==> src/rtl/gpml_pkg.sv <==
`default_nettype none

package gpml_pkg;

   // Default frame layout
   localparam int FRAME_BYTES_DEF = 9;
   localparam int ID_POS_DEF      = 1;
   localparam int BUTTON_POS_DEF  = 3;
   localparam int STICK_POS_DEF   = 5;

   // Byte positions are handed to the command table at this width (frames up to 32 bytes)
   localparam int POS_W = 5;

   // Register reset values
   localparam logic [7:0] POLL_INTERVAL_RST = 8'd15;
   localparam logic [7:0] ANALOG_ID_RST     = 8'h73;

   // Command bytes
   localparam logic [7:0] CMD_START     = 8'h01;
   localparam logic [7:0] CMD_POLL      = 8'h42;
   localparam logic [7:0] CMD_CONFIG    = 8'h43;
   localparam logic [7:0] CMD_SET_MODE  = 8'h44;
   localparam logic [7:0] CMD_ENABLE    = 8'h01;
   localparam logic [7:0] CMD_MODE_LOCK = 8'h03;
   localparam logic [7:0] CMD_IDLE      = 8'h00;

   // Stick centering
   localparam logic [7:0] STICK_MID     = 8'h7F;
   localparam logic [7:0] STICK_OFS_LO  = 8'd127;
   localparam logic [7:0] STICK_OFS_HI  = 8'd128;

   localparam logic [7:0] ELAPSED_MAX   = 8'hFF;

   localparam int CSR_INDEX_W = 1;

   typedef enum logic [CSR_INDEX_W-1:0] {
      CSR_POLL_INTERVAL = 1'b0,
      CSR_ANALOG_ID     = 1'b1
   } csr_index_type;

   typedef enum logic [2:0] {
      KIND_IDLE    = 3'd0,
      KIND_READ    = 3'd1,
      KIND_ENTER   = 3'd2,
      KIND_SETMODE = 3'd3,
      KIND_EXIT    = 3'd4,
      KIND_NONE    = 3'd7
   } kind_type;

   typedef enum logic [1:0] {
      ACT_NONE   = 2'd0,
      ACT_XFER   = 2'd1,
      ACT_END    = 2'd2,
      ACT_REPORT = 2'd3
   } action_type;

   typedef enum logic [0:0] {
      OP_TICK = 1'b0,
      OP_BYTE = 1'b1
   } opcode_type;

   typedef struct packed {
      opcode_type  opcode;
      logic [7:0]  rx_byte;
   } item_type;

   typedef struct packed {
      action_type  action;
      logic [7:0]  tx_byte;
      logic [15:0] buttons;
      logic [7:0]  right_x;
      logic [7:0]  right_y;
      logic [7:0]  left_x;
      logic [7:0]  left_y;
   } result_type;

   // Command byte sent at a given position of a frame
   function automatic logic [7:0] cmd_byte(kind_type kind, logic [POS_W-1:0] pos);
      logic [7:0] b;
      b = CMD_IDLE;
      priority if (pos == POS_W'(0)) begin
         b = CMD_START;
      end else if (pos == POS_W'(1)) begin
         if (kind == KIND_READ) b = CMD_POLL;
         else if (kind == KIND_SETMODE) b = CMD_SET_MODE;
         else b = CMD_CONFIG;
      end else if (pos == POS_W'(3) && (kind == KIND_ENTER || kind == KIND_SETMODE)) begin
         b = CMD_ENABLE;
      end else if (pos == POS_W'(4) && kind == KIND_SETMODE) begin
         b = CMD_MODE_LOCK;
      end else begin
         b = CMD_IDLE;
      end
      return b;
   endfunction

   // Center a raw stick byte around zero
   function automatic logic [7:0] stick_map(logic [7:0] b);
      return (b <= STICK_MID) ? (STICK_OFS_LO - b) : (STICK_OFS_HI - b);
   endfunction

endpackage

`default_nettype wire

==> src/rtl/gpml_in_stage.sv <==
`default_nettype none

module gpml_in_stage (
   input  wire logic              clock,
   input  wire logic              reset,
   input  wire logic              in_valid,
   output logic                   in_ready,
   input  wire gpml_pkg::item_type in_item,
   input  wire logic              advance,
   output logic                   item_valid,
   output gpml_pkg::item_type     item
);

   logic               valid_ff;
   logic               valid_in;
   gpml_pkg::item_type item_ff;

   // Stage is free when empty or its item moves on this cycle
   assign in_ready = !valid_ff || advance;

   always_comb begin
      valid_in = valid_ff;
      if (in_ready) valid_in = in_valid;
   end

   always_ff @(posedge clock) begin
      if (reset) begin
         valid_ff <= 1'b0;
      end else begin
         valid_ff <= valid_in;
      end
   end

   // Payload capture on transfer
   always_ff @(posedge clock) begin
      if (in_valid && in_ready) item_ff <= in_item;
   end

   assign item_valid = valid_ff;
   assign item       = item_ff;

endmodule

`default_nettype wire

==> src/rtl/gpml_core.sv <==
`default_nettype none

module gpml_core #(
   parameter int FRAME_BYTES = gpml_pkg::FRAME_BYTES_DEF,
   parameter int ID_POS      = gpml_pkg::ID_POS_DEF,
   parameter int BUTTON_POS  = gpml_pkg::BUTTON_POS_DEF,
   parameter int STICK_POS   = gpml_pkg::STICK_POS_DEF
) (
   input  wire logic                                   clock,
   input  wire logic                                   reset,
   input  wire logic                                   csr_write_enable,
   input  wire logic [gpml_pkg::CSR_INDEX_W-1:0]       csr_index,
   input  wire logic [7:0]                             csr_write_data,
   input  wire gpml_pkg::item_type                     item,
   input  wire logic                                   advance,
   output gpml_pkg::result_type                        result
);

   localparam int PW = $clog2(FRAME_BYTES);

   // Configuration registers
   logic [7:0] poll_interval_ff;
   logic [7:0] analog_id_ff;

   // Poller state
   gpml_pkg::kind_type frame_kind_ff, frame_kind_in;
   gpml_pkg::kind_type next_frame_ff, next_frame_in;
   logic [PW-1:0]      pos_ff, pos_in;
   logic [7:0]         elapsed_ff, elapsed_in;
   logic [47:0]        report_ff, report_in;
   logic [7:0]         store_ff [FRAME_BYTES];

   logic [7:0]         view [FRAME_BYTES];
   logic [PW:0]        next_pos;
   logic [7:0]         elapsed_inc;
   logic               store_we;
   gpml_pkg::action_type action;
   logic [7:0]         tx_byte;
   logic [15:0]        buttons;

   // Register writes
   always_ff @(posedge clock) begin
      if (reset) begin
         poll_interval_ff <= gpml_pkg::POLL_INTERVAL_RST;
         analog_id_ff     <= gpml_pkg::ANALOG_ID_RST;
      end else if (csr_write_enable) begin
         unique case (gpml_pkg::csr_index_type'(csr_index))
            gpml_pkg::CSR_POLL_INTERVAL: poll_interval_ff <= csr_write_data;
            gpml_pkg::CSR_ANALOG_ID:     analog_id_ff     <= csr_write_data;
            default: ;
         endcase
      end
   end

   // Frame bytes as they stand after the current byte lands
   always_comb begin
      for (int i = 0; i < FRAME_BYTES; i++) begin
         view[i] = (PW'(i) == pos_ff) ? item.rx_byte : store_ff[i];
      end
   end

   assign next_pos    = {1'b0, pos_ff} + (PW+1)'(1);
   assign elapsed_inc = (elapsed_ff == gpml_pkg::ELAPSED_MAX) ? elapsed_ff
                                                              : elapsed_ff + 8'd1;
   assign buttons     = ~{view[BUTTON_POS], view[BUTTON_POS+1]};

   // Next state and result
   always_comb begin
      frame_kind_in = frame_kind_ff;
      next_frame_in = next_frame_ff;
      pos_in        = pos_ff;
      elapsed_in    = elapsed_ff;
      report_in     = report_ff;
      store_we      = 1'b0;
      action        = gpml_pkg::ACT_NONE;
      tx_byte       = gpml_pkg::CMD_IDLE;
      if (item.opcode == gpml_pkg::OP_TICK) begin
         elapsed_in = elapsed_inc;
         if (frame_kind_ff == gpml_pkg::KIND_IDLE) begin
            if (next_frame_ff != gpml_pkg::KIND_NONE) begin
               // pending config frame starts at once
               frame_kind_in = next_frame_ff;
               next_frame_in = gpml_pkg::KIND_NONE;
               pos_in        = '0;
               action        = gpml_pkg::ACT_XFER;
               tx_byte       = gpml_pkg::cmd_byte(next_frame_ff, '0);
            end else if (elapsed_inc >= poll_interval_ff) begin
               elapsed_in    = '0;
               frame_kind_in = gpml_pkg::KIND_READ;
               pos_in        = '0;
               action        = gpml_pkg::ACT_XFER;
               tx_byte       = gpml_pkg::cmd_byte(gpml_pkg::KIND_READ, '0);
            end
         end
      end else if (frame_kind_ff != gpml_pkg::KIND_IDLE) begin
         store_we = 1'b1;
         if (next_pos < (PW+1)'(FRAME_BYTES)) begin
            pos_in  = next_pos[PW-1:0];
            action  = gpml_pkg::ACT_XFER;
            tx_byte = gpml_pkg::cmd_byte(frame_kind_ff, gpml_pkg::POS_W'(next_pos));
         end else begin
            // last byte of the frame: release select
            frame_kind_in = gpml_pkg::KIND_IDLE;
            pos_in        = '0;
            action        = gpml_pkg::ACT_END;
            unique case (frame_kind_ff)
               gpml_pkg::KIND_READ: begin
                  if (view[ID_POS] != analog_id_ff) begin
                     next_frame_in = gpml_pkg::KIND_ENTER;
                  end else begin
                     report_in = {buttons,
                                  gpml_pkg::stick_map(view[STICK_POS]),
                                  gpml_pkg::stick_map(view[STICK_POS+1]),
                                  gpml_pkg::stick_map(view[STICK_POS+2]),
                                  gpml_pkg::stick_map(view[STICK_POS+3])};
                     action    = gpml_pkg::ACT_REPORT;
                  end
               end
               gpml_pkg::KIND_ENTER:   next_frame_in = gpml_pkg::KIND_SETMODE;
               gpml_pkg::KIND_SETMODE: next_frame_in = gpml_pkg::KIND_EXIT;
               default:                next_frame_in = gpml_pkg::KIND_NONE;
            endcase
         end
      end
   end

   always_ff @(posedge clock) begin
      if (reset) begin
         frame_kind_ff <= gpml_pkg::KIND_IDLE;
         next_frame_ff <= gpml_pkg::KIND_ENTER;
         pos_ff        <= '0;
         elapsed_ff    <= '0;
         report_ff     <= '0;
      end else if (advance) begin
         frame_kind_ff <= frame_kind_in;
         next_frame_ff <= next_frame_in;
         pos_ff        <= pos_in;
         elapsed_ff    <= elapsed_in;
         report_ff     <= report_in;
      end
   end

   // Received bytes
   always_ff @(posedge clock) begin
      if (advance && store_we) store_ff[pos_ff] <= item.rx_byte;
   end

   assign result.action  = action;
   assign result.tx_byte = tx_byte;
   assign result.buttons = report_in[47:32];
   assign result.right_x = report_in[31:24];
   assign result.right_y = report_in[23:16];
   assign result.left_x  = report_in[15:8];
   assign result.left_y  = report_in[7:0];

endmodule

`default_nettype wire

==> src/rtl/gpml_out_reg.sv <==
`default_nettype none

module gpml_out_reg (
   input  wire logic                 clock,
   input  wire logic                 reset,
   input  wire logic                 load,
   input  wire gpml_pkg::result_type load_data,
   output logic                      can_load,
   output logic                      out_valid,
   input  wire logic                 out_ready,
   output gpml_pkg::result_type      out_data
);

   logic                 valid_ff;
   logic                 valid_in;
   gpml_pkg::result_type data_ff;

   // Free when empty or the held result transfers now
   assign can_load = !valid_ff || out_ready;

   always_comb begin
      valid_in = valid_ff;
      if (can_load) valid_in = load;
   end

   always_ff @(posedge clock) begin
      if (reset) begin
         valid_ff <= 1'b0;
      end else begin
         valid_ff <= valid_in;
      end
   end

   always_ff @(posedge clock) begin
      if (load) data_ff <= load_data;
   end

   assign out_valid = valid_ff;
   assign out_data  = data_ff;

endmodule

`default_nettype wire

==> src/rtl/gamepad_poll_and_mode_lock.sv <==
// A request is held in the input stage, and its response is held in the result register.
// Throughput: one request per cycle while rsp_ready applies no backpressure; each request gives exactly one response.
// Backpressure on rsp_ready stalls both stages; the input stage then accepts a request only while it is empty.
// Reset (synchronous, active high) clears the pipeline, loads register defaults, leaves the
// poller idle with the config sequence pending and clears the report; stored frame bytes stay.
`default_nettype none

module gamepad_poll_and_mode_lock #(
   parameter int FRAME_BYTES = gpml_pkg::FRAME_BYTES_DEF,
   parameter int ID_POS      = gpml_pkg::ID_POS_DEF,
   parameter int BUTTON_POS  = gpml_pkg::BUTTON_POS_DEF,
   parameter int STICK_POS   = gpml_pkg::STICK_POS_DEF
) (
   input  wire logic                             clock,
   input  wire logic                             reset,
   input  wire logic                             csr_write_enable,
   input  wire logic [gpml_pkg::CSR_INDEX_W-1:0] csr_index,
   input  wire logic [7:0]                       csr_write_data,
   input  wire logic                             req_valid,
   output logic                                  req_ready,
   input  wire logic                             req_opcode,
   input  wire logic [7:0]                       req_rx_byte,
   output logic                                  rsp_valid,
   input  wire logic                             rsp_ready,
   output logic [1:0]                            rsp_action,
   output logic [7:0]                            rsp_tx_byte,
   output logic [15:0]                           rsp_buttons,
   output logic signed [7:0]                     rsp_right_x,
   output logic signed [7:0]                     rsp_right_y,
   output logic signed [7:0]                     rsp_left_x,
   output logic signed [7:0]                     rsp_left_y
);

   gpml_pkg::item_type   in_item;
   gpml_pkg::item_type   item;
   gpml_pkg::result_type result;
   gpml_pkg::result_type out_data;
   logic                 item_valid;
   logic                 can_load;
   logic                 advance;

   assign in_item.opcode  = gpml_pkg::opcode_type'(req_opcode);
   assign in_item.rx_byte = req_rx_byte;

   // Held item is processed when the result register can take it
   assign advance = item_valid && can_load;

   gpml_in_stage u_in_stage (
      .clock      (clock),
      .reset      (reset),
      .in_valid   (req_valid),
      .in_ready   (req_ready),
      .in_item    (in_item),
      .advance    (advance),
      .item_valid (item_valid),
      .item       (item)
   );

   gpml_core #(
      .FRAME_BYTES (FRAME_BYTES),
      .ID_POS      (ID_POS),
      .BUTTON_POS  (BUTTON_POS),
      .STICK_POS   (STICK_POS)
   ) u_core (
      .clock            (clock),
      .reset            (reset),
      .csr_write_enable (csr_write_enable),
      .csr_index        (csr_index),
      .csr_write_data   (csr_write_data),
      .item             (item),
      .advance          (advance),
      .result           (result)
   );

   gpml_out_reg u_out_reg (
      .clock     (clock),
      .reset     (reset),
      .load      (advance),
      .load_data (result),
      .can_load  (can_load),
      .out_valid (rsp_valid),
      .out_ready (rsp_ready),
      .out_data  (out_data)
   );

   assign rsp_action  = out_data.action;
   assign rsp_tx_byte = out_data.tx_byte;
   assign rsp_buttons = out_data.buttons;
   assign rsp_right_x = out_data.right_x;
   assign rsp_right_y = out_data.right_y;
   assign rsp_left_x  = out_data.left_x;
   assign rsp_left_y  = out_data.left_y;

endmodule

`default_nettype wire
==> config.mk <==
export PLATFORM = sky130hd
export DESIGN_NAME = gamepad_poll_and_mode_lock
export DESIGN_NICKNAME = d
export VERILOG_FILES = /design/src/rtl/gpml_pkg.sv /design/src/rtl/gpml_in_stage.sv /design/src/rtl/gpml_core.sv /design/src/rtl/gpml_out_reg.sv /design/src/rtl/gamepad_poll_and_mode_lock.sv
export SDC_FILE = /design/constraint.sdc
export NUM_CORES = 1
export LEC_CHECK = 0
export CORE_ASPECT_RATIO = 0.75
export CORE_MARGIN = 8
export CORE_UTILIZATION = 57
export DETAILED_ROUTE_END_ITERATION = 6
export DONT_BUFFER_PORTS = 1
export PLACE_DENSITY_LB_ADDON = 0.3
export SYNTH_ARGS = -nofsm -noshare
export SYNTH_HDL_FRONTEND = slang
export SYNTH_HIERARCHICAL = 1
export SYNTH_SLANG_ARGS = --single-unit
export TNS_END_PERCENT = 10
==> constraint.sdc <==
create_clock -name clock -period 4.7 [get_ports clock]
set_input_delay 1.175 -clock clock [delete_from_list [all_inputs] [get_ports clock]]
set_output_delay 1.175 -clock clock [all_outputs]
set_load 0.05 [all_outputs]
==> results.yml, run 1 <==
power:
  total_power_w: 0.00386
  ir_drop_uv: 248
  power_leakage_nw: 4.09
  power_density_nw_per_um2: 351
clock_network:
  numCtsBuffers: 21
  cts-resized-gates: 0
  tritoncts: "done"
  clockRootBuffer: "clkbuf_16"
  path_clk_slew_ns: 0.06
  postCtsHoldBufs: 0
  htree_levels: 1
  post_cts_buffers: 0
  clk_latency_ns: 0.51
  cts.sinks: 207
  cts_buffer_depth: 3
sta:
  slew_headroom: 0.268
  period_minus_slack_ns: 3.73
  rsz0062_at_grt: "no"
  setup_viol: 0
  clock.fmax_ghz: 0.268
  fin_setup_tns_ns: 0
  finalCritPeriodShare: 0.793
  setup_slack_ns: 0.973
  clock_skew_ns: 0.0222
  slew_violations: 0
  hold_viol: 0
  worstMarginPinSlew_ns: 1.09
global_routing:
  grt_first_pass_wirelength_um: 37100
  antenna_found_initial: 0
  grt_max_degree: 58
  first_global_vias: 6875
  grtUsageTotal: 0.205
  grt-ovfl-total: 0
routing:
  post_drt_wl_per_cell_um: 21.1
  drcViolationCount: 0
  viasPerCell: 6.24
  routed_wirelength_um: 23700
  first_iter_violations: 725
  ant_nets: 0
  firstDrtPassIters: 5
  num_vias: 7024
die:
  die_w_um: 170
  placeableCoreArea_um2: 17600
  fp.dieH_um: 132
  io_pins: 83
  initial_core_util: 0.580
  die_area_um2: 22400
  rows: 42
place:
  gp_congestion: 0.945
  dpl.cell_count: 1089
  place_ws_ns: 1.06
  dp_hpwl_um: 15600
  io_buffers: 0
final_layout:
  n_antenna_cell: 0
  syn_to_final_growth_pct: 8.01
  drive_gt1_frac: 0.153
  fin_cells: 1126
  final_nets: 913
  layout_common_cells: "edfxtp_1, dfxtp_1, nand2_1, mux2_2, mux2i_1"
  fill_cells: 1385
  layout_commonest_cell: "edfxtp_1"
logic_synthesis:
  ys.flop_type: "edfxtp_1"
  avgSynthCellArea_um2: 11.4
  synth_edf_count: 123
  yosysUniqueCellTypes: 61
  synth_area_um2: 10200
  synth_cells: 894
  ys_seq_area_frac: 0.528
  synthArstFlopShare: 0
  ys_warn_count: 6
  synth-seq-cells: 207
status:
  status: "complete, no violations"
setup_path:
  worst-endpoint-arrival_ns: 4.16
  path_class: "reg2reg"
  crit_path_end_kind: "flip-flop"
  crit_fanout: 47
  cp-start-kind: "flip-flop"
  required_ns: 5.13
hold_path:
  hold_path.class: "reg2reg"
job:
  cap_violations: 0
-- kinds of logic (layout without fill, tap and decap cells) --
family                     after synthesis  after routing  share of synthesized area
muxes                                  105            105                      0.110
other                                    1              4                   0.000368
buffers and inverters                   87             74                     0.0384
and+or+nand+nor                        243            243                      0.122
AOI/OAI and AO/OA                      188            188                      0.139
adders and majority gates               20             20                     0.0246
xor gates and xnor gates                43             43                     0.0370
DFF                                    207            207                      0.528
-- path summary, 6_finish.rpt --
path,endpoint,cells past startpoint,slack [ns],from
worst max-delay path,u_core/report_ff[14]$_SDFFE_PP0P_,9,0.97,u_core/pos_ff[1]$_SDFFE_PP0P_
worst min-delay path,u_core/poll_interval_ff[4]$_SDFFE_PP0P_,2,0.46,u_core/poll_interval_ff[4]$_SDFFE_PP0P_
worst max register to register,u_core/report_ff[14]$_SDFFE_PP0P_,9,0.97,u_core/pos_ff[1]$_SDFFE_PP0P_
worst min register to register,u_core/poll_interval_ff[4]$_SDFFE_PP0P_,2,0.46,u_core/poll_interval_ff[4]$_SDFFE_PP0P_
-- flip-flops by register name, summed over array words and instances (netlist names) --
signal and count:
u_core/store_ff 56, u_core/analog_id_ff 8, u_in_stage/item 9, u_in_stage/item_valid 1
u_core/poll_interval_ff 8, u_core/elapsed_ff 8, u_out_reg/out_data 58, u_out_reg/out_valid 1
u_core/report_ff 48, u_core/frame_kind_ff 3, u_core/pos_ff 4, u_core/next_frame_ff 3
-- final cells by class --
type                       instances  area [µm²]  area share
clock buffer                      30         599      0.0545
inverter                          20        75.1     0.00683
clock inverter                     7        67.6     0.00615
tap                              242         303      0.0275
sequential                       207        5380       0.489
multi-input combinational        603        4430       0.403
timing repair buffer              17         140      0.0127
-- where the power goes --
| part | internal [W] | switching [W] |
|---|---|---|
| logic | 0.0000447 | 0.000118 |
| clock network | 0.000943 | 0.000675 |
| registers | 0.00197 | 0.000112 |
| total | 0.00295 | 0.000905 |
-- worst max-delay path: stages (launching register included) --
cell and delay (ns):
dfxtp_1 0.53, inv_1 0.15, ha_1 0.23, nor3b_2 0.24, a2111oi_0 0.52, a31oi_1 0.15
or4_4 0.88, nor3_4 0.27, buf_4 0.44, a31o_2 0.23
-- metal layers --
metal	wire length (µm)	vias to the layer above	GRT usage
li1	-	3296	-
met1	10900	3384	0.290
met2	10600	304	0.316
met3	1680	40	0.0347
met4	542	0	0.0642
met5	0	-	0
-- Yosys cell counts, drive strengths merged, types with 7 or more instances --
cell	instances	area, µm²
mux2i	50	500
o21ai	22	110
ha	20	250
nand3b	9	67.6
xor2	16	140
mux2	55	619
clkbuf	44	165
a21oi	47	243
nand3	29	145
inv	20	75.1
a31o	47	412
nand2	82	308
nor3	14	75.1
xnor2	27	236
buf	23	150
o311a	39	390
edfxtp	123	3690
nor3b	7	57.6
nor2	44	165
o211ai	11	82.6
nor4	9	56.3
dfxtp	84	1680
nand2b	13	96.4
-- stage by stage --
step                      utilization  hold slack (ns)  area [µm²]
after floorplan                     -            0.431       10200
after global placement          0.588            0.438       10300
after detailed placement        0.588            0.444       10300
after CTS                       0.626            0.453       11000
after global routing            0.626            0.488       11000
final                           0.626            0.455       11000
Power figures use the tool's default switching activity.
==> run 2, diff against run 1 <==
Clock period 4.7 ns to 3.4 ns, I/O delays scaled along.
==> results.yml, run 2 (synthesis gave the netlist of run 1 again) <==
place:
  gp_congestion: 0.948
  dp_hpwl_um: 15800
  io_buffers: 0
clock_network:
  cts.sinks: 207
  clk_latency_ns: 0.49
  cts_buffer_depth: 3
  clockRootBuffer: "clkbuf_16"
  postCtsHoldBufs: 0
  numCtsBuffers: 21
  post_cts_buffers: 0
  htree_levels: 1
  tritoncts: "done"
  path_clk_slew_ns: 0.06
global_routing:
  grtUsageTotal: 0.203
  grt-ovfl-total: 0
  grt_first_pass_wirelength_um: 37100
  first_global_vias: 6865
  grt_max_degree: 55
  antenna_found_initial: 0
hold_path:
  min_to: "u_in_stage/item_valid$_SDFFE_PP0P_"
  hold_path.class: "in2reg"
  hp-start: "reset"
  hold_depth: 1
setup_path:
  path_class: "reg2reg"
  slowest_stage: "or4_4"
  crit_path_end_kind: "flip-flop"
  ff2ff_path_depth: 9
  crit-reg2reg-launch: "u_core/pos_ff[1]$_SDFFE_PP0P_"
  r2r-end: "u_core/report_ff[10]$_SDFFE_PP0P_"
  slowest_delay_ns: 0.79
  cp_cell_sequence: "inv_1 > ha_1 > nor3b_4 > mux2i_1 > xnor2_1 > or4_4 > nor3_4 > buf_4 > mux2i_1"
  cp_common_cell: "mux2i_1"
  worst-endpoint-arrival_ns: 3.60
  cp-start-kind: "flip-flop"
  r2r_slack_ns: 0.23
  crit_fanout: 46
  required_ns: 3.82
sta:
  finalCritPeriodShare: 0.934
  hold_viol: 0
  slew_headroom: 0.499
  slew_violations: 0
  fin_setup_tns_ns: 0
  rsz0062_at_grt: "no"
  setup_viol: 0
  clock.fmax_ghz: 0.315
  period_minus_slack_ns: 3.17
  holdWs_ns: 0.417
  clock_skew_ns: 0.0122
  worstMarginPinSlew_ns: 0.749
die:
  placeableCoreArea_um2: 17600
  die_area_um2: 22400
  fp.dieH_um: 132
  die_w_um: 170
  initial_core_util: 0.580
  io_pins: 83
  rows: 42
final_layout:
  layout_common_cells: "edfxtp_1, dfxtp_1, nand2_1, mux2_2, mux2i_1"
  drive_gt1_frac: 0.172
  layout_commonest_cell: "edfxtp_1"
  finish.utilization: 0.635
  n_antenna_cell: 0
  fill_cells: 1335
  largest_reg_flops: 58
  syn_to_final_growth_pct: 9.54
  final_nets: 931
routing:
  first_iter_violations: 703
  drcViolationCount: 0
  firstDrtPassIters: 5
  num_vias: 7113
  post_drt_wl_per_cell_um: 20.5
  routed_wirelength_um: 23400
  viasPerCell: 6.22
  ant_nets: 0
power:
  power_density_nw_per_um2: 479
  ir_drop_uv: 327
  power_leakage_nw: 4.20
  total_power_w: 0.00534
job:
  cap_violations: 0
status:
  status: "complete, no violations"
run 2: critical path, delay by kind of cell (launching register included):
| family | cells | cell delay (ns) |
|---|---|---|
| simple gates | 3 | 1.49 |
| mux | 2 | 0.53 |
| xor+xnor | 1 | 0.13 |
| flops | 1 | 0.31 |
| buf+inv | 2 | 0.40 |
| fa+ha+maj | 1 | 0.22 |
run 2: cell type report:
type                            instances  area [µm²]  area share
Timing Repair Buffer                   35         288      0.0258
Tap cell                              242         303      0.0272
Sequential cell                       207        5380       0.482
Inverter                               20        75.1     0.00673
Clock buffer                           26         554      0.0497
Clock inverter                         11         111     0.00999
Multi-Input combinational cell        603        4440       0.398
run 2: routing by layer:
| metal | part of all wire | wire [µm] | global-route usage | up-vias |
|---|---|---|---|---|
| met3 | 0.080 | 1870 | 0.0401 | 33 |
| met2 | 0.45 | 10500 | 0.315 | 314 |
| met5 | 0 | 0 | 0 | - |
| met1 | 0.46 | 10700 | 0.285 | 3430 |
| met4 | 0.017 | 395 | 0.0496 | 0 |
| li1 | - | - | - | 3336 |
run 2: worst max path at each step:
stage | slack [ns] | startpoint | cells past startpoint | endpoint
2_1_floorplan | 0.14 | rsp_ready | 4 | u_core/store_ff[3][0]$_DFFE_PP_
6_report | 0.23 | u_core/pos_ff[1]$_SDFFE_PP0P_ | 9 | u_core/report_ff[10]$_SDFFE_PP0P_
3_3_place_gp | 0.25 | u_core/pos_ff[1]$_SDFFE_PP0P_ | 9 | u_core/report_ff[10]$_SDFFE_PP0P_
4_1_cts | 0.11 | u_core/elapsed_ff[0]$_SDFFE_PP0P_ | 11 | u_core/pos_ff[1]$_SDFFE_PP0P_
3_5_place_dp | 0.15 | u_core/pos_ff[1]$_SDFFE_PP0P_ | 9 | u_core/report_ff[10]$_SDFFE_PP0P_
5_1_grt | 0.05 | u_core/elapsed_ff[0]$_SDFFE_PP0P_ | 13 | u_core/pos_ff[3]$_SDFFE_PP0P_
run 2: repair_timing:
item                                    CTS  global route
endpoints found under the setup margin    0            38
endpoints found under the hold margin     0             0
resized for setup                         0             3
run 2: stage by stage:
stage               worst slack, ns  std cells  area [µm²]
CTS                           0.107       1144       11100
floorplan                     0.136        897       10200
finish                        0.226       1144       11100
global route                 0.0471       1144       11100
detailed placement            0.146       1107       10500
global placement              0.248       1107       10500
run 2: report_power, final:
part	switching (W)	leakage (nW)	total [W]	internal (W)
logic	0.000162	2.03	0.000227	0.0000652
registers	0.000156	1.83	0.00287	0.00272
clock network	0.000925	0.332	0.00224	0.00131
==> run 3, diff against run 2 <==
Settings changed: RECOVER_POWER set to 100.
==> results.yml, run 3 (synthesis gave the netlist of run 1 again) <==
status:
  status: "finished with violations"
  violations: "max-capacitance violations, max-slew violations"
final_layout:
  drive_gt1_frac: 0.136
  largest_reg_flops: 58
  fill_cells: 1356
  finish.utilization: 0.630
  layout_common_cells: "edfxtp_1, dfxtp_1, nand2_1, mux2i_1, a21oi_1"
  multi_input_area_um2: 4420
  layout_commonest_cell: "edfxtp_1"
  final_nets: 931
  n_antenna_cell: 0
  design_area_um2: 11100
  syn_to_final_growth_pct: 8.70
  seq_area_um2: 5380
setup_path:
  cp_cell_sequence: "inv_1 > ha_1 > or2_2 > a211oi_1 > or2_0 > nor4_1 > nand2_2 > buf_6 > mux2_1"
  worst-endpoint-arrival_ns: 3.41
  critPathBufInv: 2
  crit_path_end_kind: "flip-flop"
  path_delay_family: "simple AND/OR/NAND/NOR gates"
  slowest_stage: "or2_0"
  path_class: "reg2reg"
  crit_fanout: 48
  required_ns: 3.62
  cp-start-kind: "flip-flop"
  slowest_delay_ns: 0.43
die:
  io_pins: 83
  fp.dieH_um: 132
  die_w_um: 170
  placeableCoreArea_um2: 17600
  initial_core_util: 0.580
  rows: 42
  die_area_um2: 22400
global_routing:
  first_global_vias: 6865
  grt-ovfl-total: 0
  grt_first_pass_wirelength_um: 37100
  grtUsageTotal: 0.203
  grt_max_degree: 55
  antenna_found_initial: 0
sta:
  rsz0062_at_grt: "no"
  finalCritPeriodShare: 0.938
  clock_skew_ns: 0.0118
  slew_violations: 55
  fin_setup_tns_ns: 0
  period_minus_slack_ns: 3.19
  worstMarginPinSlew_ns: 2.37
  clock.fmax_ghz: 0.314
  hold_viol: 0
  holdWs_ns: 0.419
  setup_viol: 0
  slew_headroom: -0.582
routing:
  num_vias: 7087
  firstDrtPassIters: 6
  routed_wirelength_um: 23500
  first_iter_violations: 685
  ant_nets: 0
  drcViolationCount: 0
  post_drt_wl_per_cell_um: 20.5
  viasPerCell: 6.19
power:
  power_leakage_nw: 4.13
  intPower_w: 0.00409
  total_power_w: 0.00533
  clkPwrFrac: 0.420
  ir_drop_uv: 322
  power_density_nw_per_um2: 482
  switching_share: 0.233
  power_frac_seq: 0.540
  p_comb_frac: 0.041
  p_switching_w: 0.00124
place:
  dp_hpwl_um: 15800
  dpl-instance-area_um2: 10500
  io_buffers: 0
  gp_congestion: 0.948
clock_network:
  htree_levels: 1
  path_clk_slew_ns: 0.06
  cts.sinks: 207
  post_cts_buffers: 0
  cts_buffer_depth: 3
  clk_latency_ns: 0.49
  tritoncts: "done"
  numCtsBuffers: 21
  clockRootBuffer: "clkbuf_16"
job:
  cap_violations: 1
hold_path:
  hold_path.class: "in2reg"
[run 3: changes by cell type in the layout (fill, tap and decap cells not counted), moves of 2 or more]
cell	previous run	this run
and2_0	0	2
mux2_1	0	14
clkbuf_1	4	17
buf_4	33	17
clkbuf_2	0	2
mux2_2	55	41
nand2b_4	2	0
[run 3: layout make-up]
type	instances	area share
Clock buffer	26	0.0501
Clock inverter	11	0.0101
Inverter	20	0.00679
Multi-Input combinational cell	603	0.400
Sequential cell	207	0.486
Tap cell	242	0.0274
Timing Repair Buffer	35	0.0204
[run 3: path summary, 6_finish.rpt]
check	start	endpoint	slack [ns]	cells after the start
worst min-delay path	reset	u_in_stage/item_valid$_SDFFE_PP0P_	0.42	1
worst max register to register	u_core/pos_ff[0]$_SDFFE_PP0P_	u_out_reg/out_data[12]$_DFFE_PP_	0.21	9
worst max-delay path	u_core/pos_ff[0]$_SDFFE_PP0P_	u_out_reg/out_data[12]$_DFFE_PP_	0.21	9
worst min register to register	u_core/poll_interval_ff[4]$_SDFFE_PP0P_	u_core/poll_interval_ff[4]$_SDFFE_PP0P_	0.46	2
[run 3: per-stage QoR]
stage / cells / worst slack [ns]
CTS: 1144 / 0.107
global route: 1144 / 0.0367
floorplan: 897 / 0.136
finish: 1144 / 0.212
global placement: 1107 / 0.248
detailed placement: 1107 / 0.146
[run 3: timing repair]
item                       CTS  global route
setup endpoints to repair    0            38
hold buffers                 0             0
gates resized for setup      0             3
[run 3: layer usage]
metal	vias to the layer above	track usage	wire length [µm]
li1	3329	-	-
met1	3418	0.285	10900
met2	304	0.315	10500
met3	36	0.0401	1620
met4	0	0.0496	450
met5	-	0	0
[run 3: power by group through the flow]
| stage | logic, W | clock network [W] | registers (W) |
|---|---|---|---|
| floorplan | 0.000157 | 0 | 0.00292 |
| global placement | 0.000216 | 0 | 0.00293 |
| detailed placement | 0.000224 | 0 | 0.00293 |
| CTS | 0.000225 | 0.00228 | 0.00288 |
| global route | 0.000237 | 0.00238 | 0.00288 |
| finish | 0.000218 | 0.00224 | 0.00288 |
